$ cat src/hw/rtl/kftc_pkg.sv
`timescale 1ns / 1ps
// Shared types and constants for the keyed FNV-1a tag checker.
package kftc_pkg;

	localparam int HASH_W     = 32;
	localparam int BYTE_W     = 8;
	localparam int TAG_W      = 16;
	localparam int DIGIT_W    = 4;
	localparam int DIGITS     = HASH_W / DIGIT_W;
	localparam int DCNT_W     = $clog2(DIGITS);
	localparam int KEY_BYTES  = HASH_W / BYTE_W;
	localparam int KCNT_W     = $clog2(KEY_BYTES);
	localparam int S_TDATA_W  = 24;
	localparam int M_TDATA_W  = 24;
	localparam int MAX_BODY_BYTES_DEF = 32;

	localparam logic [HASH_W-1:0] FNV_BASIS = 32'h811C9DC5;
	localparam logic [HASH_W-1:0] FNV_PRIME = 32'h01000193;
	localparam logic [HASH_W-1:0] KEY_RESET = 32'h4D423236;

	typedef struct packed {
		logic              start;
		logic              clear;
		logic [BYTE_W-1:0] din;
	} kftc_cmd_t;

	typedef struct packed {
		logic busy;
		logic done;
	} kftc_sts_t;

endpackage

$ cat src/hw/rtl/kftc_hash_unit.sv
`timescale 1ns / 1ps
// Running FNV-1a hash with a digit-serial multiply by the FNV prime.
module kftc_hash_unit (
	input  logic                          clk,
	input  logic                          arst_n,
	input  kftc_pkg::kftc_cmd_t           cmd,
	output kftc_pkg::kftc_sts_t           sts,
	output logic [kftc_pkg::HASH_W-1:0]   hash
);
	import kftc_pkg::*;

	logic [HASH_W-1:0]  hash_q;
	logic [HASH_W-1:0]  x_q;
	logic [DCNT_W-1:0]  dcnt_q;
	logic               busy_q;
	logic [DIGIT_W-1:0] nib;
	logic [HASH_W-1:0]  part;
	logic [HASH_W-1:0]  acc_next;
	logic               done;

	// Horner over the multiplicand, top digit first: acc = acc*16 + digit*prime
	assign nib      = x_q[HASH_W-1 -: DIGIT_W];
	assign part     = {{(HASH_W-DIGIT_W){1'b0}}, nib} * FNV_PRIME;
	assign acc_next = {hash_q[HASH_W-DIGIT_W-1:0], {DIGIT_W{1'b0}}} + part;
	assign done     = busy_q && (dcnt_q == DCNT_W'(DIGITS - 1));

	always_ff @(posedge clk or negedge arst_n) begin
		if (!arst_n) begin
			hash_q <= FNV_BASIS;
			busy_q <= 1'b0;
			dcnt_q <= '0;
		end else if (busy_q) begin
			hash_q <= acc_next;
			dcnt_q <= dcnt_q + 1'b1;
			if (done) begin
				busy_q <= 1'b0;
			end
		end else if (cmd.start) begin
			hash_q <= '0;
			busy_q <= 1'b1;
			dcnt_q <= '0;
		end else if (cmd.clear) begin
			hash_q <= FNV_BASIS;
		end
	end

	always_ff @(posedge clk) begin
		if (busy_q) begin
			x_q <= {x_q[HASH_W-DIGIT_W-1:0], {DIGIT_W{1'b0}}};
		end else if (cmd.start) begin
			x_q <= hash_q ^ {{(HASH_W-BYTE_W){1'b0}}, cmd.din};
		end
	end

	assign sts.busy = busy_q;
	assign sts.done = done;
	assign hash     = hash_q;

endmodule

$ cat config.mk
export PLATFORM = sky130hd
export DESIGN_NAME = kftc_hash_unit
export DESIGN_NICKNAME = d
export VERILOG_FILES = /design/src/hw/rtl/kftc_pkg.sv /design/src/hw/rtl/kftc_hash_unit.sv
export SDC_FILE = /design/constraint.sdc
export NUM_CORES = 1
export LEC_CHECK = 0
export BUFFER_PORTS_ARGS = -buffer_cell sky130_fd_sc_hd__buf_2
export CAP_MARGIN = 20
export CORE_MARGIN = 10
export CORE_UTILIZATION = 59
export DETAILED_ROUTE_END_ITERATION = 12
export PLACE_DENSITY = 0.8
export RECOVER_POWER = 50
export SETUP_SLACK_MARGIN = 0.15
export SLEW_MARGIN = 25
export SYNTH_ARGS = -nofsm -noshare
export SYNTH_HDL_FRONTEND = slang
export SYNTH_SLANG_ARGS = --single-unit
$ cat constraint.sdc
create_clock -name clk -period 4.9 [get_ports clk]
set_clock_uncertainty 0.2 [all_clocks]
set_input_delay 0.98 -clock clk [delete_from_list [all_inputs] [get_ports clk]]
set_output_delay 0.98 -clock clk [all_outputs]
set_load 0.03 [all_outputs]
* Yosys cells after proc, flatten, opt, wreduce, memory -nomap -nowiden
Index checks and enable logic that the tools add are counted.
Word-level totals: logic and storage cells 23, flip-flop bits (word level) 68
Operators by class: bitwise operators 1, multipliers 1, multiplexer cells 10, $add $sub $neg 2, reduce and logical (&&, ||, !) cells 3, equality and inequality tests 1
Operator list (number):
- 2-to-1 mux 32 bit | 5
- adder 32 x 29 -> 32 bit | 1
- bitwise XOR 32 x 8 -> 32 bit | 1
- multiplier 4 x 25 -> 29 bit, second input constant | 1
- 2-to-1 mux 3 bit | 2
- adder 3 x 1 -> 3 bit, second input constant | 1
- equality test 3 bit, second input constant | 1
- 2-to-1 mux 1 bit | 3
- nonzero test 3 bit | 1
- nonzero test 2 bit | 1
- logical AND 1 bit | 1

* Depth between registers and ports, before layout
Gate-level depths: netlist of the first run.
word-level depth 4, gate-level depth with buffers 14, mapped depth without buffers 14

* Worst setup path before layout of the first run
No wires, ideal clock.
kind reg2reg, start register x_q[30], end register hash_q[31] (netlist: hash[31]), cell stages (with the launch flop) 13, path slack 1372 ps, arrival time 3242 ps, path buffers 0, cells stage by stage edfxtp_1 inv_1 ha_1 ha_1 or2_2 fa_1 ha_1 a21o_1 a221oi_2 o31ai_4 a31o_4 and4_4 o31ai_2
On the way: longest elaborated chain between the ends 3
Ends and longest elaborated chain:
- from (decl) | line kftc_hash_unit.sv:13 | logic [HASH_W-1:0] x_q;
- from (signal assigned) | line kftc_hash_unit.sv:49 | x_q <= {x_q[HASH_W-DIGIT_W-1:0], {DIGIT_W{1'b0}}};
- from (signal assigned) | line kftc_hash_unit.sv:51 | x_q <= hash_q ^ {{(HASH_W-BYTE_W){1'b0}}, cmd.din};
- multiplier 4 x 25 -> 29 bit | line kftc_hash_unit.sv:23 | assign part = {{(HASH_W-DIGIT_W){1'b0}}, nib} * FNV_PRIME;
- adder 32 x 29 -> 32 bit | line kftc_hash_unit.sv:24 | assign acc_next = {hash_q[HASH_W-DIGIT_W-1:0], {DIGIT_W{1'b0}}} + part;
- 2-to-1 mux 32 bit | line kftc_hash_unit.sv:32 | end else if (busy_q) begin
- to (signal assigned) | line kftc_hash_unit.sv:33 | hash_q <= acc_next;
- to (decl) | line kftc_hash_unit.sv:12 | logic [HASH_W-1:0] hash_q;
Every way passes these cells. A chain may end at the register's enable or synchronous reset.

* Worst setup path in the final report of the first run
start register x_q[30], end register hash_q[26] (netlist: hash[26])
The elaborated chain is that of the path after synthesis.

==> summary.txt, run 1 <==
Status
  • Outcome: complete, but fails checks
  • Failing checks: capacitance limit, slew limit

Critical path
  • Startpoint Class: flop
  • Setup CP Type: flop to flop
  • Reg2reg end: hash[26]
  • Worst Reg-to-Reg Cells: 12
  • Most repeated library cell on the critical path: ha_1
  • CP endpoint kind: flop
  • Arrival @ worst endpoint: 3.98 ns
  • Peak per-stage delay on the critical path: 0.80 ns
  • Crit path max fanout: 10
  • CP required: 4.90 ns
  • R2R Path Start: x_q[30]
  • Flop-to-flop setup slack: 0.92 ns
  • Slowest cell on crit path: a221oi_2
  • Crit-path cells: inv_1 > ha_1 > ha_1 > or2_2 > fa_1 > ha_1 > nand3b_1 > o211ai_1 > a221oi_2 > o21bai_1 > xnor2_1 > o21ai_1

Min path
  • Hold Crit Class: flop to flop
  • Hold Path Origin: dcnt_q[0]
  • Hold depth: 1
  • Hold Path Sink: dcnt_q[0]

Layout
  • Fillcell total: 533
  • Layout net count: 483
  • Ant. Diodes: 0
  • Area grow syn2layout: 11.1%
  • Layout cells sized above 1: 13.2%
  • Non-filler cells in the finished layout: 518

Synthesis
  • Sequential area share after synthesis: 45.0%
  • #FFs+latches synth: 68
  • Post-synth EDFFs: 28
  • Commonest cells post-synth: nand2_1, o21ai_0, ha_1
  • Top-count cell post-synth: nand2_1
  • Ys Warns: 0
  • Mapped Nets: 448
  • Synthesized area per cell: 10.3 sq um
  • Top-area cell type share of the netlist area: 20.6%
  • Synth area leaders: edfxtp_1, dfrtp_1, ha_1, dfstp_2, nand2_1
  • Synth area leader: edfxtp_1
  • FFs w/ async S/R, synth: 52.9%
  • Cell variety after synth: 53
  • Post-Syn Area: 0.00409 sq mm
  • Primary FF master, synth: edfxtp_1
  • Syn Inst Count: 398

Global routing
  • Overall routing resource usage: 20.4%
  • GR Overflow Total: 0
  • Number of global-route vias before repair: 3211
  • Largest net degree at the start of global routing: 54
  • Global-route wire length before repair: 16700 um
  • Antenna violations before repair: 0

CTS
  • CTS Buffer Depth: 2
  • TritonCTS clock tree: yes
  • CTS buffer count: 9
  • Post-cts resize count: 0
  • Post-CTS Setup Inserts: 0
  • Post-CTS Hold Buffers: 0
  • Worst skew pair latency: 0.35 ns
  • H-tree levels: 3
  • Root Driver: clkbuf_8
  • CTS sink cnt: 68
  • Clk slew on worst S/H paths: 0.08 ns

STA
  • Final setup TNS: 0 ns
  • Slew at the pin closest to its max-slew limit: 2.08 ns
  • Endpoints failing setup: 0
  • Hold Vio Cnt, Final: 0
  • Fmax: 252 MHz
  • Fin crit share: 81.1%
  • Hold WS: 0.295 ns
  • Slew Limit Headroom: -38.7%
  • Min Clock Period, post-route: 3.98 ns
  • Final Max Tran Viols: 91
  • RSZ-0062 raised after global routing: false

Route
  • Via count: 3292
  • Initial drt markers: 319
  • Residual DRC: 0
  • Detail Route Antenna Nets: 0
  • Drt pass-1 iters: 5
  • Total wire length: 10400 um
  • WL per Instance: 20.1 um
  • Drt via density: 6.36

Placement
  • RePlAce Congestion: 0.925
  • DPL Wire Length: 7350 um
  • I/O Buffers: 45
  • Placed Cells: 502

Die
  • Total core area: 0.00676 sq mm
  • Std cell rows: 30
  • DIE HEIGHT: 103 um
  • Initial core utilization: 60.5%
  • I/O pins: 46
  • Die ar.: 0.0107 sq mm
  • Die Width: 103 um

Job
  • Total of max-cap violations: 2
-- critical path: cells and delay by family, from the launching register on --
kind                     cells  cell delay, ns
AND/OR/NAND/NOR              2            0.41
adder cells (fa/ha/maj)      4            1.24
flip-flops                   1            0.46
AO/OA/AOI/OAI                4            1.26
buffers and inverters        1            0.09
XOR/XNOR                     1            0.17
-- per-stage QoR --
step           util [%]  area, sq um  setup slack (ns)
6_report           67.2         4540             0.924
5_1_grt            67.2         4540             0.721
4_1_cts            67.8         4580             0.949
3_5_place_dp       64.2         4340             0.986
3_3_place_gp       64.2         4340              1.17
2_1_floorplan         -         4090              1.37
-- cell usage in the layout, fill, tap and decap left out, types with 8 or more instances in the layout --
| master | n |
|---|---|
| nor2_1 | 22 |
| edfxtp_1 | 28 |
| clkbuf_8 | 9 |
| buf_2 | 18 |
| dfrtp_1 | 22 |
| a21oi_1 | 8 |
| clkbuf_1 | 29 |
| xor2_1 | 12 |
| o21ai_1 | 9 |
| or3_1 | 8 |
| o21ai_0 | 35 |
| a22o_1 | 23 |
| xnor2_1 | 19 |
| nand2_1 | 54 |
| dfstp_2 | 14 |
| nand3_1 | 8 |
| ha_1 | 33 |
| inv_1 | 10 |
-- cell families after synthesis --
kind of cell	synth area share [%]
multiplexers	0.521
flip-flops	45.0
AND/OR/NAND/NOR	13.9
buffers and inverters	3.34
adder cells (fa/ha/maj)	12.6
XOR/XNOR	6.64
AO/OA/AOI/OAI	18.0
-- worst max path at each step --
stage	startpoint	endpoint	slack [ns]	cells after the start
5_1_grt	x_q[30]	hash[26]	0.72	12
6_report	x_q[30]	hash[26]	0.92	12
2_1_floorplan	x_q[30]	hash[31]	1.37	12
3_3_place_gp	x_q[30]	hash[26]	1.17	12
4_1_cts	x_q[30]	hash[26]	0.95	12
3_5_place_dp	x_q[30]	hash[26]	0.99	12
-- cell type report --
cell class,count,area (sq um),share of cell area (%)
timing repair buffer,48,210,4.63
tap,80,100,2.20
multi-input combinational,296,2110,46.5
clock inverter,6,113,2.48
sequential,68,1840,40.5
inverter,10,37.5,0.827
clock buffer,10,128,2.81
-- sequential cells by signal (all words and copies together), names as in the netlist --
register	flops
busy_q	1
dcnt_q	3
hash	32
x_q	32
-- layer usage --
metal,vias to the layer above,routed length [um],global-route usage [%]
li1,1520,-,-
met1,1591,4470,27.7
met2,156,4910,31.4
met3,25,714,3.19
met4,0,335,9.09
met5,-,0,0
Power of run 1 is left out: the tool's default activity adds up to more than one toggle a clock period on the data nets, which glitch-free logic cannot reach.
==> run 2: changes to the inputs <==
- clock period: 4.9 -> 3.8 ns (I/O delays scaled with it)
==> summary.txt, run 2 (same netlist as run 1, synthesis figures left out) <==
Layout
  • Ant. Diodes: 0
  • Fillcell total: 519
  • Sequential cell area: 0.00184 sq mm
  • Commonest non-fill, non-tap cell in the layout: nand2_1
  • Layout cells sized above 1: 18.4%
  • Layout net count: 497
  • Commonest cells after routing, fill and taps aside: nand2_1, o21ai_0, ha_1, edfxtp_1, clkbuf_1
  • Util after Layout: 69.3%
  • Multi-input logic area: 0.00215 sq mm
  • Area grow syn2layout: 14.6%

Die
  • Initial core utilization: 60.5%
  • DIE HEIGHT: 103 um
  • I/O pins: 46
  • Total core area: 0.00676 sq mm
  • Die ar.: 0.0107 sq mm
  • Std cell rows: 30
  • Die Width: 103 um

Route
  • DR top layer: met4
  • WL per Instance: 20.8 um
  • WL met2: 5550 um
  • Drt via density: 6.29
  • Via count: 3344
  • Initial drt markers: 309
  • Drt pass-1 iters: 4
  • Residual DRC: 0
  • Metal-1 WL: 4710 um
  • DR WL met3: 733 um
  • Detail Route Antenna Nets: 0
  • Total wire length: 11100 um

Critical path
  • Crit-path cells: inv_1 > ha_2 > ha_1 > or2_4 > fa_1 > ha_1 > and3_1 > a221oi_2 > buf_4 > o31ai_4 > nand4b_1 > a21o_1 > a32o_1
  • Delay-heaviest family, CP: adder cells
  • CP required: 3.83 ns
  • Most repeated library cell on the critical path: ha_1
  • Crit path max fanout: 5
  • Arrival @ worst endpoint: 3.60 ns
  • Buffers and inverters on the worst path: 2
  • CP endpoint kind: flop
  • Startpoint Class: flop
  • Setup CP Type: flop to flop
  • Slowest cell on crit path: fa_1
  • Peak per-stage delay on the critical path: 0.43 ns

Global routing
  • Overall routing resource usage: 21.6%
  • GR Overflow Total: 0
  • Antenna violations before repair: 0
  • Global-route wire length before repair: 17500 um
  • Number of global-route vias before repair: 3321
  • Largest net degree at the start of global routing: 55

STA
  • Slew Limit Headroom: -36.9%
  • Min Clock Period, post-route: 3.57 ns
  • Final setup TNS: 0 ns
  • Endpoints failing setup: 0
  • Final Max Tran Viols: 92
  • Fin crit share: 94.0%
  • Hold Vio Cnt, Final: 0
  • Hold WS: 0.293 ns
  • RSZ-0062 raised after global routing: false
  • Fmax: 280 MHz
  • Final WS setup: 0.230 ns
  • Slew at the pin closest to its max-slew limit: 2.05 ns

CTS
  • H-tree levels: 3
  • CTS Buffer Depth: 2
  • TritonCTS clock tree: yes
  • Root Driver: clkbuf_8
  • CTS buffer count: 9
  • Worst skew pair latency: 0.35 ns
  • Clk slew on worst S/H paths: 0.08 ns
  • CTS sink cnt: 68

Placement
  • DPL Wire Length: 7640 um
  • I/O Buffers: 45
  • DP Worst Slack: 0.0197 ns
  • RePlAce Congestion: 0.908

Status
  • Failing checks: capacitance limit, slew limit
  • Outcome: complete, but fails checks

Job
  • Total of max-cap violations: 2

Min path
  • Hold Crit Class: flop to flop
==> run 2: worst paths after layout <==
kind                            from   endpoint  slack [ns]  depth (start not counted)
min in group asynchronous     arst_n   hash[29]        0.80                          1
max                          x_q[30]   hash[27]        0.23                         13
max reg2reg                  x_q[30]   hash[27]        0.23                         13
min reg2reg                dcnt_q[0]  dcnt_q[0]        0.29                          1
max in group asynchronous     arst_n    hash[9]        1.43                          1
min                        dcnt_q[0]  dcnt_q[0]        0.29                          1
==> run 2: stage by stage <==
stage                     instances  instance area (sq um)
after floorplan                 398                   4090
after global placement          508                   4380
after detailed placement        508                   4380
after CTS                       525                   4630
after global routing            532                   4680
final                           532                   4680
==> run 2: repair_timing <==
action | 4_1_cts | 5_1_grt
hold buffers | 0 | 0
buffers inserted | 1 | 7
gates cloned | 0 | 0
pin swaps | 2 | 6
gates resized for setup | 0 | 8
endpoints found under the setup margin | 3 | 8
==> run 2: area by class of cell <==
cell class	instances	share of cell area, %
Clock buffer	10	2.73
Inverter	10	0.801
Multi-Input combinational cell	296	45.8
Sequential cell	68	39.3
Timing Repair Buffer	62	6.87
Clock inverter	6	2.38
Tap cell	80	2.14
==> run 2: layer usage <==
layer  vias to the layer above  global-route usage, %
met3                        15                   3.59
met5                         -                      0
li1                       1541                      -
met1                      1659                   28.6
met2                       129                   34.4
met4                         0                   8.77
Power of run 2 is left out for the same reason.
==> run 3: changes to the inputs <==
==> constraint.sdc (replaced) <==
create_clock -name clk -period 3.8 [get_ports clk]
set_clock_uncertainty 0.2 [all_clocks]
set_input_delay 0.38 -clock clk [delete_from_list [all_inputs] [get_ports clk]]
set_output_delay 0.38 -clock clk [all_outputs]
set_load 0.03 [all_outputs]
==> summary.txt, run 3 (same netlist as run 1, synthesis figures left out) <==
Status
  • Outcome: complete, but fails checks
  • Failing checks: capacitance limit, slew limit

CTS
  • TritonCTS clock tree: yes
  • Root Driver: clkbuf_8
  • H-tree levels: 3
  • CTS Buffer Depth: 2
  • CTS buffer count: 9
  • Worst skew pair latency: 0.36 ns
  • CTS sink cnt: 68
  • Clk slew on worst S/H paths: 0.08 ns

Route
  • Drt pass-1 iters: 5
  • Via count: 3332
  • Drt via density: 6.25
  • Detail Route Antenna Nets: 0
  • Initial drt markers: 345
  • Total wire length: 10900 um
  • WL per Instance: 20.5 um
  • Residual DRC: 0

Die
  • Total core area: 0.00676 sq mm
  • Die Width: 103 um
  • I/O pins: 46
  • Std cell rows: 30
  • DIE HEIGHT: 103 um
  • Die ar.: 0.0107 sq mm
  • Initial core utilization: 60.5%

Global routing
  • Number of global-route vias before repair: 3231
  • GR Overflow Total: 0
  • Antenna violations before repair: 0
  • Largest net degree at the start of global routing: 47
  • Overall routing resource usage: 21.4%
  • Global-route wire length before repair: 17600 um

Layout
  • Commonest non-fill, non-tap cell in the layout: nand2_1
  • Area grow syn2layout: 12.7%
  • Ant. Diodes: 0
  • Final instance area: 0.00461 sq mm
  • Commonest cells after routing, fill and taps aside: nand2_1, o21ai_0, ha_1
  • Layout cells sized above 1: 16.6%
  • Layout net count: 498
  • Fillcell total: 520

Placement
  • RePlAce Congestion: 0.906
  • I/O Buffers: 45
  • Area after DPL: 0.00439 sq mm
  • DPL Wire Length: 7570 um

Critical path
  • Flop-to-flop setup slack: 0.21 ns
  • Arrival @ worst endpoint: 3.64 ns
  • Slowest cell on crit path: fa_1
  • Crit path max fanout: 4
  • Reg2reg end: hash[27]
  • Peak per-stage delay on the critical path: 0.49 ns
  • Crit-path cells: buf_4 > ha_1 > or2_2 > fa_1 > ha_4 > a21o_1 > a221oi_2 > buf_4 > o31ai_4 > nand4b_1 > a21o_1 > a32o_1
  • R2R Path Start: x_q[30]
  • Startpoint Class: flop
  • Setup CP Type: flop to flop
  • Delay-heaviest family, CP: adder cells
  • CP required: 3.85 ns
  • Buffers and inverters on the worst path: 2
  • Worst Reg-to-Reg Cells: 12
  • CP endpoint kind: flop

STA
  • Hold Vio Cnt, Final: 0
  • Final Max Tran Viols: 84
  • Final setup TNS: 0 ns
  • Endpoints failing setup: 0
  • Min Clock Period, post-route: 3.59 ns
  • Slew Limit Headroom: -30.0%
  • Slew at the pin closest to its max-slew limit: 1.95 ns
  • Fmax: 278 MHz
  • RSZ-0062 raised after global routing: false
  • Fin crit share: 94.6%

Min path
  • Hold depth: 3
  • Hold Path Sink: x_q[2]
  • Hold Crit Class: input port to flop
  • Hold Path Origin: cmd[2]

Job
  • Total of max-cap violations: 2
==> run 3: cell types whose count changed in the layout (fill, tap and decap cells not counted), sizes merged <==
cell,before,now
buf,39,34
bufinv,3,0
clkbuf,33,37
clkinv,1,6
dlygate4sd3,0,1
inv,11,10
==> run 3: worst min-delay path: stages <==
cell,delay (ns)
buf_2,0.08
xnor2_1,0.10
a211oi_1,0.06
==> run 3: per-stage QoR <==
stage | instances | hold WS (ns) | setup WS (ns) | utilization, %
after global routing | 533 | 0.118 | 0.100 | 68.2
after CTS | 527 | 0.120 | 0.162 | 67.7
final | 533 | 0.119 | 0.206 | 68.2
after floorplan | 398 | -0.116 | 0.272 | -
after global placement | 509 | 0.276 | 0.188 | 65.0
after detailed placement | 509 | 0.291 | 0.0460 | 65.0
==> run 3: worst max path at each step <==
stage / cells past startpoint / end / start / slack, ns
floorplan: 12 / hash[31] / x_q[30] / 0.27
global placement: 13 / hash[27] / x_q[30] / 0.19
detailed placement: 13 / hash[27] / x_q[30] / 0.05
CTS: 13 / hash[31] / x_q[30] / 0.16
global route: 12 / hash[27] / x_q[30] / 0.10
finish: 12 / hash[27] / x_q[30] / 0.21
==> run 3: timing repair <==
| action | CTS | global route |
|---|---|---|
| setup buffers | 1 | 6 |
| setup endpoints to repair | 2 | 12 |
| hold endpoints to repair | 22 | 0 |
| hold buffers | 1 | 0 |
| resized for setup | 0 | 4 |
| pin swaps | 1 | 4 |
==> run 3: layout make-up <==
cell class                      instances  area [sq um]  area share, %
Multi-Input combinational cell        296          2140           46.4
Timing Repair Buffer                   63           323           7.01
Inverter                               10          37.5          0.815
Clock inverter                          7          43.8          0.951
Sequential cell                        68          1840           40.0
Clock buffer                            9           124           2.69
Tap cell                               80           100           2.17
==> run 3: layer usage <==
layer	track usage [%]	vias up	wire length, um
met5	0	-	0
met4	7.06	0	240
met3	4.72	23	728
met2	33.5	144	5290
met1	28.8	1624	4660
li1	-	1541	-
Power of run 3 is left out for the same reason.
